$ cat src/rtl/sgrd_pkg.sv
// Shared types and constants for the subset gap-run decoder.
`default_nettype none
package sgrd_pkg;

   localparam int unsigned MaxElements = 65536;
   localparam logic [16:0] MAX_ELEMENTS_C = 17'(MaxElements);
   localparam logic [16:0] COUNT_RESET_C = 17'd65536;
   localparam int unsigned QueueDepth = 4;
   localparam int unsigned QueuePtrW = $clog2(QueueDepth);

   // Configuration register indexes.
   localparam logic [1:0] REG_START_POSITION = 2'd0;
   localparam logic [1:0] REG_ELEMENT_COUNT = 2'd1;

   // One unit of work handed from the parser to the emitter.
   typedef struct packed {
      logic        is_end;
      logic [15:0] base;
      logic [7:0]  mask;
   } job_type;

   typedef struct packed {
      logic full;
      logic empty;
   } queue_status_type;

endpackage
`default_nettype wire

$ cat src/rtl/sgrd_front.sv
// Byte parser: tracks groups and position, turns bitmap bytes into emit jobs.
`default_nettype none
module sgrd_front (
   input  wire logic                   clock,
   input  wire logic                   reset,
   input  wire logic                   req_tvalid,
   output logic                        req_tready,
   input  wire logic [7:0]             req_tdata,
   input  wire logic                   csr_valid,
   output logic                        csr_ready,
   input  wire logic [1:0]             csr_index,
   input  wire logic [16:0]            csr_data,
   input  wire sgrd_pkg::queue_status_type q_status,
   output logic                        q_push,
   output sgrd_pkg::job_type           q_job
);
   import sgrd_pkg::*;

   typedef enum logic [1:0] {
      PH_GAP    = 2'd0,
      PH_COUNT  = 2'd1,
      PH_BITMAP = 2'd2
   } phase_type;

   phase_type   phase_ff, phase_in;
   logic [16:0] position_ff, position_in;
   logic        gap_zero_ff, gap_zero_in;
   logic [7:0]  bytes_left_ff, bytes_left_in;
   logic [16:0] start_ff;
   logic [16:0] count_ff;

   logic        accept;
   logic [16:0] limit;
   logic [16:0] remaining;
   logic [16:0] gap_sum;
   logic [16:0] start_clamped;
   logic [7:0]  valid_bits;
   logic [7:0]  hit_bits;
   logic        below_limit;

   assign req_tready = !q_status.full;
   assign csr_ready  = 1'b1;
   assign accept     = req_tvalid && req_tready;

   assign limit         = (count_ff > MAX_ELEMENTS_C) ? MAX_ELEMENTS_C : count_ff;
   assign below_limit   = position_ff < limit;
   assign remaining     = limit - position_ff;
   assign gap_sum       = position_ff + 17'(req_tdata);
   assign start_clamped = (csr_data > MAX_ELEMENTS_C) ? MAX_ELEMENTS_C : csr_data;

   always_comb begin
      for (int i = 0; i < 8; i++) begin
         valid_bits[i] = below_limit && (remaining > 17'(i));
      end
   end

   assign hit_bits = req_tdata & valid_bits;

   always_comb begin
      phase_in      = phase_ff;
      position_in   = position_ff;
      gap_zero_in   = gap_zero_ff;
      bytes_left_in = bytes_left_ff;
      q_push        = 1'b0;
      q_job.is_end  = 1'b0;
      q_job.base    = position_ff[15:0];
      q_job.mask    = hit_bits;
      if (accept) begin
         unique case (phase_ff)
            PH_COUNT: begin
               if (gap_zero_ff && req_tdata == 8'd0) begin
                  // End of set: report it and go back to the start position.
                  q_push        = 1'b1;
                  q_job.is_end  = 1'b1;
                  q_job.base    = 16'd0;
                  q_job.mask    = 8'd0;
                  phase_in      = PH_GAP;
                  position_in   = (start_ff > MAX_ELEMENTS_C) ? MAX_ELEMENTS_C : start_ff;
                  gap_zero_in   = 1'b0;
                  bytes_left_in = 8'd0;
               end else begin
                  bytes_left_in = req_tdata;
                  phase_in      = (req_tdata == 8'd0) ? PH_GAP : PH_BITMAP;
               end
            end
            PH_BITMAP: begin
               q_push = hit_bits != 8'd0;
               if (below_limit) begin
                  position_in = (remaining >= 17'd8) ? position_ff + 17'd8 : limit;
               end
               bytes_left_in = bytes_left_ff - 8'd1;
               if (bytes_left_in == 8'd0) begin
                  phase_in = PH_GAP;
               end
            end
            default: begin
               position_in = (gap_sum > MAX_ELEMENTS_C) ? MAX_ELEMENTS_C : gap_sum;
               gap_zero_in = req_tdata == 8'd0;
               phase_in    = PH_COUNT;
            end
         endcase
      end
   end

   always_ff @(posedge clock) begin
      if (reset) begin
         phase_ff      <= PH_GAP;
         position_ff   <= 17'd0;
         gap_zero_ff   <= 1'b0;
         bytes_left_ff <= 8'd0;
         start_ff      <= 17'd0;
         count_ff      <= COUNT_RESET_C;
      end else if (csr_valid && csr_index == REG_START_POSITION) begin
         // A new start position restarts the parser.
         start_ff      <= csr_data;
         phase_ff      <= PH_GAP;
         position_ff   <= start_clamped;
         gap_zero_ff   <= 1'b0;
         bytes_left_ff <= 8'd0;
      end else begin
         if (csr_valid && csr_index == REG_ELEMENT_COUNT) begin
            count_ff <= csr_data;
         end
         phase_ff      <= phase_in;
         position_ff   <= position_in;
         gap_zero_ff   <= gap_zero_in;
         bytes_left_ff <= bytes_left_in;
      end
   end

endmodule
`default_nettype wire

$ cat src/rtl/sgrd_queue.sv
// Small job queue between the parser and the emitter.
`default_nettype none
module sgrd_queue (
   input  wire logic                    clock,
   input  wire logic                    reset,
   input  wire logic                    push,
   input  wire sgrd_pkg::job_type       push_job,
   input  wire logic                    pop,
   output sgrd_pkg::job_type            head_job,
   output sgrd_pkg::queue_status_type   status
);
   import sgrd_pkg::*;

   job_type                entries_ff [QueueDepth];
   logic [QueuePtrW-1:0]   wr_ptr_ff;
   logic [QueuePtrW-1:0]   rd_ptr_ff;
   logic [QueuePtrW:0]     fill_ff;
   logic                   do_push;
   logic                   do_pop;

   assign status.full  = fill_ff == (QueuePtrW+1)'(QueueDepth);
   assign status.empty = fill_ff == '0;
   assign do_push      = push && !status.full;
   assign do_pop       = pop && !status.empty;
   assign head_job     = entries_ff[rd_ptr_ff];

   always_ff @(posedge clock) begin
      if (do_push) begin
         entries_ff[wr_ptr_ff] <= push_job;
      end
   end

   always_ff @(posedge clock) begin
      if (reset) begin
         wr_ptr_ff <= '0;
         rd_ptr_ff <= '0;
         fill_ff   <= '0;
      end else begin
         if (do_push) begin
            wr_ptr_ff <= wr_ptr_ff + 1'b1;
         end
         if (do_pop) begin
            rd_ptr_ff <= rd_ptr_ff + 1'b1;
         end
         if (do_push && !do_pop) begin
            fill_ff <= fill_ff + 1'b1;
         end else if (do_pop && !do_push) begin
            fill_ff <= fill_ff - 1'b1;
         end
      end
   end

endmodule
`default_nettype wire

$ cat src/rtl/sgrd_back.sv
// Emitter: walks the set bits of a job, one member index per transfer.
`default_nettype none
module sgrd_back (
   input  wire logic                    clock,
   input  wire logic                    reset,
   input  wire sgrd_pkg::queue_status_type q_status,
   input  wire sgrd_pkg::job_type       q_head,
   output logic                         q_pop,
   output logic                         rsp_tvalid,
   input  wire logic                    rsp_tready,
   output logic [15:0]                  rsp_tdata,
   output logic                         rsp_tuser,
   output logic                         rsp_tlast
);
   import sgrd_pkg::*;

   logic        active_ff;
   job_type     job_ff;
   logic [2:0]  low_bit;
   logic [7:0]  mask_rest;
   logic        is_last;
   logic        done;

   // Lowest set bit first, as the bitmap is read LSB first.
   always_comb begin
      low_bit = 3'd0;
      for (int i = 7; i >= 0; i--) begin
         if (job_ff.mask[i]) begin
            low_bit = 3'(i);
         end
      end
   end

   assign mask_rest  = job_ff.mask & (job_ff.mask - 8'd1);
   assign is_last    = job_ff.is_end || (mask_rest == 8'd0);
   assign rsp_tvalid = active_ff;
   assign rsp_tdata  = job_ff.is_end ? 16'd0 : job_ff.base + 16'(low_bit);
   assign rsp_tuser  = job_ff.is_end;
   assign rsp_tlast  = is_last;

   assign done  = !active_ff || (rsp_tready && is_last);
   assign q_pop = done && !q_status.empty;

   always_ff @(posedge clock) begin
      if (reset) begin
         active_ff <= 1'b0;
      end else if (done) begin
         active_ff <= !q_status.empty;
      end
   end

   always_ff @(posedge clock) begin
      if (q_pop) begin
         job_ff <= q_head;
      end else if (active_ff && rsp_tready) begin
         job_ff.mask <= mask_rest;
      end
   end

endmodule
`default_nettype wire

$ cat src/rtl/subset_gap_run_decoder_unit.sv
// Top level of the subset gap-run decoder: parser, job queue and emitter.
// With the emitter idle, the first result of a byte passes through a job queue entry
// and then the emitter's job register before it can transfer.
// Throughput: one byte per cycle in while the job queue has room; the emitter sends one
// result per cycle while rsp_tready is high, so a bitmap byte with k members below the
// bound gives k results, up to eight. A four-entry job queue lets the parser run ahead.
// Synchronous active-high reset empties the queue and the emitter, puts the parser at
// position 0 expecting a gap byte, and loads start 0 and element count 65536.
`default_nettype none
module subset_gap_run_decoder_unit (
   input  wire logic        clock,
   input  wire logic        reset,
   input  wire logic        req_tvalid,
   output logic             req_tready,
   input  wire logic [7:0]  req_tdata,   // [7:0] packed_byte
   output logic             rsp_tvalid,
   input  wire logic        rsp_tready,
   output logic [15:0]      rsp_tdata,   // [15:0] member_index
   output logic             rsp_tuser,   // [0] result_kind
   output logic             rsp_tlast,
   input  wire logic        csr_valid,
   output logic             csr_ready,
   input  wire logic [1:0]  csr_index,
   input  wire logic [16:0] csr_data
);
   import sgrd_pkg::*;

   queue_status_type q_status;
   job_type          push_job;
   job_type          head_job;
   logic             q_push;
   logic             q_pop;

   sgrd_front u_front (
      .clock      (clock),
      .reset      (reset),
      .req_tvalid (req_tvalid),
      .req_tready (req_tready),
      .req_tdata  (req_tdata),
      .csr_valid  (csr_valid),
      .csr_ready  (csr_ready),
      .csr_index  (csr_index),
      .csr_data   (csr_data),
      .q_status   (q_status),
      .q_push     (q_push),
      .q_job      (push_job)
   );

   sgrd_queue u_queue (
      .clock    (clock),
      .reset    (reset),
      .push     (q_push),
      .push_job (push_job),
      .pop      (q_pop),
      .head_job (head_job),
      .status   (q_status)
   );

   sgrd_back u_back (
      .clock      (clock),
      .reset      (reset),
      .q_status   (q_status),
      .q_head     (head_job),
      .q_pop      (q_pop),
      .rsp_tvalid (rsp_tvalid),
      .rsp_tready (rsp_tready),
      .rsp_tdata  (rsp_tdata),
      .rsp_tuser  (rsp_tuser),
      .rsp_tlast  (rsp_tlast)
   );

endmodule
`default_nettype wire

$ cat config.mk
export PLATFORM = sky130hd
export DESIGN_NAME = subset_gap_run_decoder_unit
export DESIGN_NICKNAME = d
export VERILOG_FILES = /design/src/rtl/sgrd_pkg.sv /design/src/rtl/sgrd_front.sv /design/src/rtl/sgrd_queue.sv /design/src/rtl/sgrd_back.sv /design/src/rtl/subset_gap_run_decoder_unit.sv
export SDC_FILE = /design/constraint.sdc
export NUM_CORES = 1
export LEC_CHECK = 0
export BUFFER_PORTS_ARGS = -buffer_cell sky130_fd_sc_hd__buf_4
export CORE_UTILIZATION = 40
export DETAILED_ROUTE_END_ITERATION = 16
export GPL_ROUTABILITY_DRIVEN = 0
export SETUP_SLACK_MARGIN = 0.1
export SLEW_MARGIN = 20
export SYNTH_ARGS = -nofsm -noshare
export SYNTH_HDL_FRONTEND = slang
export SYNTH_HIERARCHICAL = 1
export SYNTH_SLANG_ARGS = --single-unit
$ cat constraint.sdc
create_clock -name clock -period 8.11 [get_ports clock]
set_input_delay 0.4055 -clock clock [delete_from_list [all_inputs] [get_ports clock]]
set_output_delay 0.4055 -clock clock [all_outputs]
set_load 0.03 [all_outputs]
==> metrics.md <==
| Metric | Value |
|---|---|
| Post-Syn Nets | `1158` |
| Setup violations, final | `0` |
| Req. time, crit path | `8.47 ns` |
| Clk pwr share | `34.4%` |
| Worst path bufs/invs | `2` |
| TritonCTS clock tree | `yes` |
| Area contributors post-synth | `edfxtp_1, dfxtp_1, a21oi_1` |
| FMAX | `172 MHz` |
| PD cells | `200 nW/µm²` |
| Final hold vios | `0` |
| Worst Path Arrival | `6.18 ns` |
| Post-synth EDFFs | `125` |
| First-pass GRT wire length | `43900 µm` |
| Switching Share | `30.8%` |
| WHS | `0.222 ns` |
| Mapped Area | `11200 µm²` |
| Top cell type's share of synthesized area | `33.7%` |
| Critical Path Fanout Max | `14` |
| Die W | `169 µm` |
| Initial Utilization | `41.0%` |
| Synth Warn # | `6` |
| Filler Cell Count | `2561` |
| Delay of the slowest critical-path stage | `0.57 ns` |
| Lkg Pwr | `0.00435 µW` |
| N_diodes | `0` |
| Hold Buf Count CTS | `0` |
| Final antenna-violating net count | `0` |
| Synth area leader | `edfxtp_1` |
| Setup TNS | `0 ns` |
| Mapped Avg Cell Area | `10.3 µm²` |
| Count of cell types in the netlist | `95` |
| WS Path Type | `reg2reg` |
| Syn Inst Count | `1084` |
| Flop pwr share | `45.3%` |
| Post-synthesis sequential area ratio | `46.6%` |
| RR Startpoint | `u_front/count_ff[10]` |
| Status | `completed` |
| Num CTS Buffers | `17` |
| Slew HR | `48.6%` |
| CP endpoint kind | `register` |
| Clk_skew | `0.0112 ns` |
| Slew Viols, Final | `0` |
| HPWL after detailed placement | `19800 µm` |
| Port Buffers | `51` |
| Vias post-DR | `8525` |
| Post-CTS Setup Bufs | `0` |
| GR Util All Layers | `19.8%` |
| Min-Delay Startpoint | `csr_data[16]` |
| Async SR Flop Fraction | `0%` |
| Vias per cell | `5.68` |
| #FFs+latches synth | `197` |
| Critical path's slowest cell | `a311oi_1` |
| # rows | `60` |
| Post-DR wirelength/cell | `18.4 µm` |
| I/O Pins | `53` |
| Psw | `767 µW` |
| Int Pwr | `1730 µW` |
| Comb power frac | `20.3%` |
| Maximum vdd drop | `0.000150 V` |
| Area of the core | `27200 µm²` |
| Clock sinks | `197` |
| DRT Pass-1 Iters | `5` |
| Layout cells sized above 1 | `13.6%` |
| Vias in the first global route | `7989` |
| Skew-Pair Late Insertion Delay | `0.44 ns` |
| Die area | `28600 µm²` |
| Clk buf depth | `2` |
| Wirelength, routed | `27700 µm` |
| Synth Flop Type | `edfxtp_1` |
| Final worst path period need | `5.81 ns` |
| Clock root cell | `clkbuf_16` |
| # DRC | `0` |
| Worst-Margin Slew | `0.772 ns` |
| Fin crit share | `71.7%` |
| Worst path cell trace | `nor4_1 > nand4_1 > nand2_1 > nand2_1 > ha_1 > fa_1 > nor2b_1 > o31a_1 > o41ai_1 > o21ai_0 > mux2i_1 > nor4b_4 > and2_4 > a311oi_1 > nor4b_1 > o32ai_1 > inv_1 > nor2_1 > ha_1 > inv_1 > fa_1 > xor2_1 > or3_1 > a21oi_1` |
| Critical path launch point type | `register` |
| Max cap viols | `0` |
| Delay-heaviest family, CP | `simple AND/OR/NAND/NOR gates` |
| Area grow syn2layout | `11.5%` |
| Clock transition at path regs | `0.08 ns` |
| First-iteration detailed-routing DRC count | `662` |
| CTS resizes | `0` |
| GRT Residual Overflow | `0` |
| Largest net degree at the start of global routing | `64` |
| Crit. Startpoint | `u_front/count_ff[10]` |
| HP Class | `in2reg` |
| RSZ-0062 raised after global routing | `false` |
| Post-layout nets | `1190` |
| Die span in y | `169 µm` |
| H-tree levels | `4` |
| Antenna violations before repair | `0` |
==> cell usage after synthesis (4+ instances only) <==
master     count
a2111oi_0      4
or3_1          9
nor2_1        75
o31ai_1        8
a22oi_1       14
buf_6          4
o31a_1         4
nand3_1       22
nand2b_1      19
ha_1          38
and2_1        18
and3_1        10
a221oi_2       5
buf_2          6
o21a_1         4
o211ai_1      14
nor2b_1       18
mux4_1         5
dfxtp_1       72
nor4_1        23
a21oi_1       96
nand4_1       10
clkbuf_1      34
a211oi_1       8
a221oi_1      14
nand3b_1       4
xnor2_1       33
edfxtp_1     125
nand2_1      128
nor3_1        15
fa_1           4
mux2i_1       11
mux4_2        20
o21ai_0       39
a21o_1         7
or2_2          4
xor2_1        12
or4_1         10
inv_1         51
==> per-stage QoR <==
stage | power (µW) | worst slack, ns | util (%) | std cells | area (µm²)
final | 2490 | 2.30 | 45.8 | 1501 | 12400
after global routing | 2600 | 1.80 | 45.8 | 1501 | 12400
after CTS | 2500 | 2.36 | 45.8 | 1501 | 12400
after detailed placement | 1650 | 2.39 | 43.5 | 1469 | 11800
after global placement | 1650 | 2.54 | 43.5 | 1469 | 11800
after floorplan | 1510 | 3.19 | - | 1084 | 11200
==> metal layers <==
metal  GRT usage [%]  vias up  wire, µm
met5               0        -         0
met4            8.66        0       887
met3            2.76       56      1430
met2            30.8      295     12600
met1            27.6     4064     12800
li1                -     4110         -
==> worst paths after layout <==
kind	to	slack, ns	depth (start not counted)
hold / removal	u_front/count_ff[16]	0.22	3
hold reg to reg	u_front/start_ff[1]	0.48	2
setup reg to reg	u_queue/fill_ff[2]	2.30	24
setup / recovery	u_queue/fill_ff[2]	2.30	24
==> placed cells by master (no fill, tap or decap), drive strengths merged, types with 4 or more instances in the layout <==
| master | n |
|---|---|
| nor2b | 18 |
| nor3 | 15 |
| or2 | 4 |
| nand3b | 4 |
| buf | 65 |
| o21a | 4 |
| o211ai | 14 |
| a22oi | 14 |
| o21ai | 41 |
| or3 | 9 |
| a221oi | 19 |
| a211oi | 9 |
| xor2 | 12 |
| fa | 4 |
| mux2i | 11 |
| clkbuf | 19 |
| or4 | 12 |
| nand2b | 20 |
| and3 | 10 |
| nor4 | 23 |
| dfxtp | 72 |
| nor2 | 75 |
| clkinv | 9 |
| a21o | 7 |
| mux2 | 6 |
| xnor2 | 33 |
| nand2 | 129 |
| and2 | 19 |
| a21oi | 100 |
| o31a | 5 |
| nand3 | 23 |
| o31ai | 10 |
| inv | 56 |
| mux4 | 25 |
| a2111oi | 6 |
| nand4 | 10 |
| ha | 38 |
| edfxtp | 125 |
==> kinds of logic after synthesis <==
family          share of synthesized area (%)
simple gates                             17.3
compound gates                           16.3
flops                                    46.6
buf+inv                                  4.34
xor+xnor                                 3.53
fa+ha+maj                                5.07
mux                                      6.84
other cells                            0.0336
==> cell type report <==
type / count / area [µm²] / share of cell area (%)
clock buffer: 19 / 454 / 3.65
sequential: 197 / 5190 / 41.8
multi-input combinational: 782 / 5490 / 44.1
clock inverter: 13 / 153 / 1.23
inverter: 53 / 199 / 1.60
tap: 372 / 465 / 3.74
timing repair buffer: 65 / 488 / 3.92
==> worst register-to-register path, stage by stage (launching register included) <==
cell and delay (ns):
dfxtp_1 0.32, nor4_1 0.38, nand4_1 0.13, nand2_1 0.22, nand2_1 0.13, ha_1 0.22, fa_1 0.42, nor2b_1 0.16
o31a_1 0.23, o41ai_1 0.10, o21ai_0 0.24, mux2i_1 0.32, nor4b_4 0.11, and2_4 0.24, a311oi_1 0.57, nor4b_1 0.11
o32ai_1 0.16, inv_1 0.11, nor2_1 0.29, ha_1 0.24, inv_1 0.06, fa_1 0.37, xor2_1 0.15, or3_1 0.31
a21oi_1 0.13
==> sequential cells by signal (all words and copies together) (netlist names), named ones only <==
name	cells
u_queue/entries_ff	100
u_back/job_ff	24
u_front/count_ff	17
u_front/position_ff	17
u_front/start_ff	17
u_front/bytes_left_ff	8
u_queue/fill_ff	3
u_front/phase_ff	2
u_queue/rd_ptr_ff	2
u_queue/wr_ptr_ff	2
u_back/rsp_tuser	1
u_back/rsp_tvalid	1
u_front/gap_zero_ff	1
==> power groups by stage <==
stage | Clock (µW) | Combinational [µW] | Sequential [µW]
floorplan | 0 | 369 | 1140
global placement | 0 | 493 | 1150
detailed placement | 0 | 493 | 1150
CTS | 876 | 496 | 1130
global route | 913 | 553 | 1130
finish | 857 | 506 | 1130
(Power assumes the default switching activity.)
